--- src/design/vtt_pkg.sv ---
package vtt_pkg;

  localparam int ID_W       = 14;
  localparam int TIME_W     = 32;
  localparam int TIMEOUT_W  = 16;
  localparam int OUT_CNT_W  = 5;
  localparam int CFG_IDX_W  = 2;
  localparam int CFG_DATA_W = 16;

  localparam logic [ID_W-1:0]      ID_LIMIT      = 14'd9999;
  localparam logic [TIMEOUT_W-1:0] TIMEOUT_RESET = 16'd1000;

  typedef enum logic {
    OP_RECORD    = 1'b0,
    OP_NO_TARGET = 1'b1
  } vtt_op_t;

  typedef enum logic [CFG_IDX_W-1:0] {
    CFG_TIMEOUT = 2'd0,
    CFG_CLEAR   = 2'd1
  } vtt_cfg_idx_t;

  typedef enum logic [1:0] {
    ST_IDLE,
    ST_SCAN,
    ST_FINISH
  } vtt_state_t;

  // Beat walking down the chain of cells, one cell per cycle.
  typedef struct packed {
    logic                 valid;
    logic                 age_en;
    logic [ID_W-1:0]      id;
    logic [TIME_W-1:0]    now;
    logic [TIMEOUT_W-1:0] timeout;
    logic                 match;
    logic                 free_found;
  } vtt_tok_t;

  // Broadcast to every cell when an item completes.
  typedef struct packed {
    logic              insert;
    logic              clear_all;
    logic [ID_W-1:0]   id;
    logic [TIME_W-1:0] now;
  } vtt_cmt_t;

endpackage

--- src/design/vtt_cell.sv ---
module vtt_cell #(
  parameter int CNT_W = 5
) (
  input  logic              clk,
  input  logic              rst,
  input  vtt_pkg::vtt_tok_t tok_in,
  input  logic [CNT_W-1:0]  exp_in,
  input  logic [CNT_W-1:0]  cnt_in,
  input  vtt_pkg::vtt_cmt_t cmt,
  output vtt_pkg::vtt_tok_t tok_out,
  output logic [CNT_W-1:0]  exp_out,
  output logic [CNT_W-1:0]  cnt_out
);

  logic                          valid;
  logic                          cand;
  logic [vtt_pkg::ID_W-1:0]      id;
  logic [vtt_pkg::TIME_W-1:0]    seen;

  logic [vtt_pkg::TIME_W-1:0]    age;
  logic                          expire;
  logic                          v_after;
  logic                          hit;
  logic                          claim;
  vtt_pkg::vtt_tok_t             tok_next;
  logic [CNT_W-1:0]              exp_next;
  logic [CNT_W-1:0]              cnt_next;

  always_comb begin
    age      = tok_in.now - seen;
    expire   = tok_in.age_en && valid &&
               (age > {{(vtt_pkg::TIME_W - vtt_pkg::TIMEOUT_W){1'b0}}, tok_in.timeout});
    v_after  = valid && !expire;
    hit      = tok_in.age_en && v_after && (id == tok_in.id) && !tok_in.match;
    claim    = tok_in.age_en && !v_after && !tok_in.free_found;
    tok_next = tok_in;
    tok_next.match      = tok_in.match || hit;
    tok_next.free_found = tok_in.free_found || claim;
    exp_next = exp_in + CNT_W'(expire);
    cnt_next = cnt_in + CNT_W'(v_after);
  end

  always_ff @(posedge clk) begin
    if (rst) begin
      tok_out <= '0;
      exp_out <= '0;
      cnt_out <= '0;
    end else begin
      tok_out <= tok_next;
      exp_out <= exp_next;
      cnt_out <= cnt_next;
    end
  end

  always_ff @(posedge clk) begin
    if (rst) begin
      valid <= 1'b0;
      cand  <= 1'b0;
    end else if (tok_in.valid) begin
      valid <= v_after;
      cand  <= claim;
    end else if (cmt.clear_all) begin
      valid <= 1'b0;
    end else if (cmt.insert && cand) begin
      valid <= 1'b1;
    end
  end

  always_ff @(posedge clk) begin
    if (tok_in.valid && hit) begin
      seen <= tok_in.now;
    end else if (!tok_in.valid && cmt.insert && cand) begin
      seen <= cmt.now;
      id   <= cmt.id;
    end
  end

endmodule

--- config.mk ---
export PLATFORM = sky130hd
export DESIGN_NAME = vtt_cell
export DESIGN_NICKNAME = d
export VERILOG_FILES = /design/src/design/vtt_pkg.sv /design/src/design/vtt_cell.sv
export SDC_FILE = /design/constraint.sdc
export NUM_CORES = 1
export LEC_CHECK = 0
export ABC_AREA = 1
export BUFFER_PORTS_ARGS = -buffer_cell sky130_fd_sc_hd__buf_2
export CORE_MARGIN = 5
export CORE_UTILIZATION = 45
export CTS_BUF_LIST = sky130_fd_sc_hd__clkbuf_4
export DETAILED_ROUTE_END_ITERATION = 10
export PLACE_DENSITY = 0.7
export SLEW_MARGIN = 20
export SYNTH_ARGS = -nofsm -noshare
export SYNTH_HDL_FRONTEND = slang
export SYNTH_SLANG_ARGS = --single-unit
--- constraint.sdc ---
create_clock -name clk -period 5.6 [get_ports clk]
set_input_delay 0.28 -clock clk [delete_from_list [all_inputs] [get_ports clk]]
set_output_delay 0.28 -clock clk [all_outputs]
set_load 0.02 [all_outputs]
# Word level (Yosys, flattened, before mapping)

Cells that the tools add are included.

$add $sub $neg: 3
Equal/unequal tests: 1
Magnitude comparators: 1
Reduce and logical (&&, ||, !) cells: 22
Bitwise operators: 1
Multiplexer cells: 5

Operators by type and width:

| cell              | count |
|---|---|
| $mux 32           | 2 |
| $gt 32x16->1      | 1 |
| $sub 32x32->32    | 1 |
| $eq 14x14->1      | 1 |
| $logic_and 1x1->1 | 12 |
| $add 5x1->5       | 2 |
| $logic_not 1->1   | 5 |
| $mux 1            | 3 |
| $reduce_bool 3->1 | 1 |
| $logic_or 1x1->1  | 2 |
| $reduce_and 2->1  | 1 |
| $reduce_bool 2->1 | 1 |
| $not 1->1         | 1 |

Logic and storage cells: 46
Flip-flop bits (word level): 124
Input bits: 126
Output and inout bits: 76

# Logic depth before layout (Yosys ltp)

Gate-level depths: netlist of the first run.

Depth after elaboration: 11
Mapped depth: 32
Depth with buffers taken out: 32

# Worst setup path after synthesis of the first run

No wires, ideal clock.

Path type: register to register
Start point: register seen[0] (netlist bit)
End point: register seen[0] (netlist bit), enable pin
Buffers on the path: 2
Arrival: 4.058 ns
Path slack: 1.117 ns
Period minus slack after synthesis: 4.483 ns
Cell stages (with the launch flop): 27
Library setup time: 0.425 ns
Cell sequence: edfxtp_1 ha_1 fa_1 inv_1 nand2_1 nand2_1 and2_1 nand2_1 nand3_2 xor2_1 ha_1 nand2_1 nor2_1 nand3_1 nor2_1 nand4_1 nand2_1 nand3_1 nor2_1 nand2_1 nor2_1 nand2_1 nand2_2 nand4_2 buf_6 buf_6 o21ai_1

Longest elaborated chain between the ends: 10

Ends and longest elaborated chain:

| what                           | RTL line       | source |
|---|---|---|
| from (decl)                    | vtt_cell.sv:18 | `logic [vtt_pkg::TIME_W-1:0] seen;` |
| from (signal assigned)         | vtt_cell.sv:71 | `seen <= tok_in.now;` |
| from (signal assigned)         | vtt_cell.sv:73 | `seen <= cmt.now;` |
| $sub 32x32->32                 | vtt_cell.sv:30 | `age = tok_in.now - seen;` |
| $gt 32x16->1                   | vtt_cell.sv:32 | `(age > {{(vtt_pkg::TIME_W - vtt_pkg::TIMEOUT_W){1'b0}}, tok_in.timeout});` |
| $logic_and 1x1->1              | vtt_cell.sv:31 | `expire = tok_in.age_en && valid &&` |
| $logic_not 1->1                | vtt_cell.sv:33 | `v_after = valid && !expire;` |
| $logic_and 1x1->1              | vtt_cell.sv:33 |  |
| $logic_and 1x1->1 (3 in a row) | vtt_cell.sv:34 | `hit = tok_in.age_en && v_after && (id == tok_in.id) && !tok_in.match;` |
| $logic_and 1x1->1              | vtt_cell.sv:70 | `if (tok_in.valid && hit) begin` |
| $reduce_bool 2->1 (no line)    | --             |  |

Every way passes these cells.
A chain may end at the register's enable or synchronous reset.

# Worst setup path after layout of the first run

Start point: input tok_in[18] (netlist bit)
End point: register cnt_out[4]

Longest elaborated chain between the ends: 6

Ends and longest elaborated chain:

| what                 | RTL line       | source |
|---|---|---|
| from (decl)          | vtt_cell.sv:6  | `input vtt_pkg::vtt_tok_t tok_in,` |
| $sub 32x32->32       | vtt_cell.sv:30 |  |
| $gt 32x16->1         | vtt_cell.sv:32 |  |
| $logic_and 1x1->1    | vtt_cell.sv:31 |  |
| $logic_not 1->1      | vtt_cell.sv:33 |  |
| $logic_and 1x1->1    | vtt_cell.sv:33 |  |
| $add 5x1->5          | vtt_cell.sv:40 | `cnt_next = cnt_in + CNT_W'(v_after);` |
| to (signal assigned) | vtt_cell.sv:51 | `cnt_out <= cnt_next;` |
| to (decl)            | vtt_cell.sv:12 | `output logic [CNT_W-1:0] cnt_out` |

Every way passes these cells.

==> flow_summary.toml, run 1 <==
[status]
status = "finished clean"

[power_and_ir_drop]
power_w = 0.00209
p_per_area_nw_per_um2 = 207
ir_drop_mv = 0.175
power.leakage_nw = 5.69

[floorplanning]
ios = 202
core_um2 = 16300
dieHeight_um = 138
die_area_um2 = 19200
placementRows = 47
start_util = 0.454
die-width_um = 138

[cells_and_area]
drive_above_1_share = 0.218
n_fill_cell = 1480
final_nets = 1548
final_area_um2 = 10100
utilization = 0.619
syn_to_final_growth_pct = 36.4

[critical_path]
startpoint_type = "input port"
crit_fanout = 3
crit_arrival_ns = 4.81
crit_path_top_delay_cell = "dlygate4sd3_1"
critPathKind = "input port to flip-flop"
required_ns = 6.09
end_kind = "flip-flop"
timing.critical_path.mode_cell = "nand2_1"
cpPeakStageDelay_ns = 0.54

[clocking]
ctsResizeCount = 0
post_cts_buffers = 0
cts_sinks = 124
cts_root_buffer = "clkbuf_4"
path_clk_slew_ns = 0.13
cts_made_buffers = 17
cts_tree = "done"
clockBufferDepth = 2
clk_latency_ns = 0.56
h-tree-depth = 4

[place]
dp_hpwl_um = 15700
placed_area_um2 = 8640
gp_congestion = 0.907
io_buffers = 201

[drt]
wirelength_um = 21600
drt_iter0_drc = 414
routed-via-count = 7401
drt-wirelength-per-cell_um = 13.5
drt_pass1_iterations = 7
ant_nets = 0
drc_errors = 0
vias_per_cell = 4.61

[synth]
syn_inst = 1045
ys_seq_area_frac = 0.397
synth_common_cells = "nand2_1 (295), inv_1 (232), nor2_1 (128)"
yosysWarnings = 0
syn_area_um2 = 7420
synth_fp_nets = 1223
synth_top_cell_by_area = "dfxtp_1"
synth_seq_cells = 124
synth_edf_count = 46
synth_top_area_frac = 0.210
synth_most_common_cell = "nand2_1"
yosys-top-cells-area = "dfxtp_1 (21%), edfxtp_1 (19%), nand2_1 (15%), inv_1 (12%), ha_1 (8.6%)"
syn_avg_cell_area_um2 = 7.10
ys.flop_type = "dfxtp_1"
ys_async_sr_fraction = 0
yosysUniqueCellTypes = 34

[job]
drv_cap = 0

[timing]
setup_violations = 0
clock-skew-final_ns = 0.0242
finalMaxSlewViolations = 0
worst_slew_pin_slew_ns = 1.03
rsz0062_at_grt = "false"
relSlewSlack = 0.310
fin_crit_sh = 0.770
fin_setup_tns_ns = 0
fin_crit_ns = 4.31
hold_viol = 0
max_freq_mhz = 232

[global_route]
grt_pass1_wl_um = 35700
track_usage = 0.229
grt_max_degree = 79
grt_pass1_vias = 7599
grt_remaining_overflow = 0
antenna_found_initial = 1

[worst_hold_path]
hold_path_class = "input port to flip-flop"
critical path, delay by kind of cell:
kind,cells,cell delay [ns]
XOR/XNOR,1,0.08
buffers and inverters,5,0.93
AND/OR/NAND/NOR,19,2.08
AO/OA/AOI/OAI,1,0.11
adder cells (fa/ha/maj),5,1.31
flip-flops by register name, indices dropped and copies added, names as in the netlist:
register  count
cand          1
cnt_out       5
exp_out       5
id           14
seen         32
tok_out      66
valid         1
layout make-up:
cell class / count / area, um2 / area share
Timing Repair Buffer: 322 / 2210 / 0.218
Sequential cell: 124 / 2940 / 0.291
Multi-Input combinational cell: 663 / 3480 / 0.344
Tap cell: 220 / 275 / 0.0272
Antenna cell: 2 / 5.00 / 0.000495
Clock buffer: 17 / 128 / 0.0126
Clock inverter: 15 / 163 / 0.0161
Inverter: 242 / 908 / 0.0898
final timing paths:
check             slack, ns         startpoint                    end  depth (start not counted)
hold / removal         0.05          exp_in[0]  exp_out[0]$_SDFF_PP0_                          4
setup / recovery       1.29         tok_in[18]  cnt_out[4]$_SDFF_PP0_                         31
hold reg to reg        0.49  cand$_SDFFE_PP0P_      cand$_SDFFE_PP0P_                          2
setup reg to reg       1.34  seen[0]$_DFFE_PP_  cnt_out[4]$_SDFF_PP0_                         28
cells in the final DEF (no fill, tap or decap), drive strengths merged:
master,netlist,layout
nand3b,2,2
or2,5,5
clkinvlp,0,3
nor3,8,8
edfxtp,46,46
o221ai,2,2
o2111ai,1,1
inv,242,248
xor2,21,21
dfxtp,78,78
o21ai,39,39
and3,1,1
a21oi,31,31
nand2,317,317
nor2,129,129
xnor2,3,3
clkbuf,10,17
and2,4,4
diode,0,2
o21bai,1,1
fa,1,1
nand4,8,8
ha,51,51
bufinv,0,2
buf,6,204
dlygate4sd3,0,118
nor4b,1,1
clkinv,0,4
o211ai,1,1
nand3,37,37
routing by layer:
layer	vias up	track usage	wire length, um
li1	3815	-	-
met1	3304	0.253	8650
met2	234	0.407	10800
met3	48	0.0777	1580
met4	0	0.0837	638
met5	-	0	0
power by group:
group / internal (W) / leakage, nW / switching [W]
combinational: 0.000197 / 4.47 / 0.000258
sequential: 0.000966 / 1.06 / 0.00000825
clock: 0.000273 / 0.151 / 0.000391
total: 0.00144 / 5.69 / 0.000657
cells by family (layout without fill, tap and decap cells):
logic type | Yosys count | after routing | synth area share
other | 0 | 2 | 0
AOI/OAI and AO/OA | 75 | 75 | 0.0639
adders and majority gates | 52 | 52 | 0.0887
DFF | 124 | 124 | 0.397
and+or+nand+nor | 512 | 512 | 0.286
buffers and inverters | 258 | 596 | 0.137
xor gates and xnor gates | 24 | 24 | 0.0283
metrics by stage:
step	hold WS [ns]	std cells	setup WS, ns
finish	0.0546	1605	1.29
detailed placement	0.458	1453	1.33
global placement	0.458	1453	1.44
global route	0.0220	1605	0.907
CTS	0.00816	1602	1.36
floorplan	0.379	1045	1.12
repair_timing:
action	CTS	global route
hold buffers	117	1
hold endpoints to repair	117	1
setup endpoints to repair	0	0
No activity file was read; power rests on OpenSTA's default activity.
==> inputs of run 2 (changes only) <==
clock period = 4.5 ns   (was 5.6 ns; I/O delays follow)
==> run 2 against run 1 <==
Effect of this change:
- combinational power increased by 32%
- clock-buffer cell count is the same
- via count up 1.5%
- routed wire length is 4.6% higher
- critical path depth fell by 2
- global-route usage increased by 0.61 points
- final area increased by 4.0%
- worst setup slack lost 1.1 ns
- sequential power increased by 24%
- sequential share of layout area shrank 1.1 points
- die area stayed put
- worst hold slack improved by 0.031 ns
- largest cell class unchanged
- highest routed layer unchanged
==> flow_summary.toml, run 2 (synthesized netlist as in run 1, its figures left out) <==
[timing]
fin_crit_ns = 4.31
setup_violations = 0
worst_slew_pin_slew_ns = 0.862
clock-skew-final_ns = 0.0337
rsz0062_at_grt = "true"
fin_setup_tns_ns = 0
relSlewSlack = 0.417
max_freq_mhz = 232
hold_viol = 0
fin_crit_sh = 0.958
hold_ws_ns = 0.0853
finalMaxSlewViolations = 0

[cells_and_area]
largest_reg_flops = 66
top_regs = "tok_out: 66 flops, seen: 32 flops, id: 14 flops"
utilization = 0.643
syn_to_final_growth_pct = 41.8
ff_latch_area_um2 = 2940
largest-register = "tok_out"
final_nets = 1563
drive_above_1_share = 0.250
n_fill_cell = 1435
multi_input_area_um2 = 3680
fin_cells = 1620
final_common_cell = "nand2_1"
layout_common_cells = "nand2_1 (286), inv_1 (229), buf_2 (201)"

[place]
dp_cells = 1452
dp_hpwl_um = 15900
gp_congestion = 0.903
io_buffers = 201

[drt]
routed-via-count = 7509
wirelength_um = 22600
drt-wirelength-per-cell_um = 14.0
drt_pass1_iterations = 5
ant_nets = 0
vias_per_cell = 4.64
drc_errors = 0
drt_iter0_drc = 379

[clocking]
cts_root_buffer = "clkbuf_4"
path_clk_slew_ns = 0.13
h-tree-depth = 4
clockBufferDepth = 2
cts_made_buffers = 17
clk_latency_ns = 0.57
cts_sinks = 124
cts_tree = "done"

[critical_path]
crit_path_top_delay_cell = "dlygate4sd3_1"
startpoint_type = "flip-flop"
crit_buf_inv = 4
cpPeakStageDelay_ns = 0.56
crit_fanout = 3
required_ns = 4.99
end_kind = "flip-flop"
timing.critical_path.mode_cell = "nand2_1"
crit_arrival_ns = 4.81
cpLargestDelayFamily = "simple AND/OR/NAND/NOR gates"
critPathKind = "flip-flop to flip-flop"

[power_and_ir_drop]
p_per_area_nw_per_um2 = 262
power.internal_w = 0.00192
power_switching_w = 0.000834
comb_power_share = 0.218
ir_drop_mv = 0.257
switching_share = 0.303
clkPwrFrac = 0.341
power_w = 0.00275
power.leakage_nw = 5.80
seqPwrFrac = 0.441

[floorplanning]
die-width_um = 138
start_util = 0.454
dieHeight_um = 138
ios = 202
placementRows = 47
die_area_um2 = 19200
core_um2 = 16300

[global_route]
antenna_found_initial = 2
grt_remaining_overflow = 0
grt_max_degree = 65
grt_pass1_vias = 7621
track_usage = 0.235
grt_pass1_wl_um = 36400

[status]
status = "finished clean"

[worst_hold_path]
hold_path_class = "input port to flip-flop"

[job]
drv_cap = 0
-- run 2: through the flow --
step | cell area [um2] | worst slack [ns]
6_report | 10500 | 0.188
4_1_cts | 10200 | 0.0368
3_5_place_dp | 8630 | 0.298
2_1_floorplan | 7420 | 0.0169
3_3_place_gp | 8630 | 0.398
5_1_grt | 10500 | -0.0233
-- run 2: power groups by stage --
stage               Clock (W)  Sequential, W  Combinational (W)
CTS                  0.000963        0.00121           0.000569
detailed placement          0        0.00124           0.000481
floorplan                   0        0.00128           0.000257
global route          0.00101        0.00122           0.000670
global placement            0        0.00124           0.000476
finish               0.000939        0.00121           0.000601
-- run 2: layout make-up --
| class | instances | share of cell area |
|---|---|---|
| inverter | 242 | 0.0864 |
| multi-input combinational | 663 | 0.350 |
| tap | 220 | 0.0262 |
| timing repair buffer | 337 | 0.225 |
| sequential | 124 | 0.280 |
| antenna | 2 | 0.000476 |
| clock buffer | 17 | 0.0121 |
| clock inverter | 15 | 0.0199 |
-- run 2: repair_timing --
action / 4_1_cts / 5_1_grt
resized for setup: 0 / 49
hold buffers: 128 / 0
setup endpoints to repair: 0 / 26
hold endpoints to repair: 124 / 0
setup buffers: 0 / 5
-- run 2: worst min-delay path, cell delays in order --
cell,delay [ns]
buf_2,0.08
nand2_1,0.12
inv_1,0.07
o21ai_0,0.07
nand2_1,0.06
-- run 2: path summary, 6_finish.rpt --
check                                        from                     to  slack [ns]  cells past startpoint
worst max register to register  seen[0]$_DFFE_PP_  exp_out[4]$_SDFF_PP0_        0.19                     29
worst min register to register  cand$_SDFFE_PP0P_      cand$_SDFFE_PP0P_        0.48                      2
worst max-delay path            seen[0]$_DFFE_PP_  exp_out[4]$_SDFF_PP0_        0.19                     29
worst min-delay path                      cmt[47]     valid$_SDFFE_PP0P_        0.09                      5
-- run 2: routing by layer --
metal	part of all wire	vias to the layer above	GRT usage
met1	0.40	3360	0.264
met3	0.066	64	0.0670
met2	0.49	236	0.411
met5	0	-	0
met4	0.036	0	0.108
li1	-	3849	-
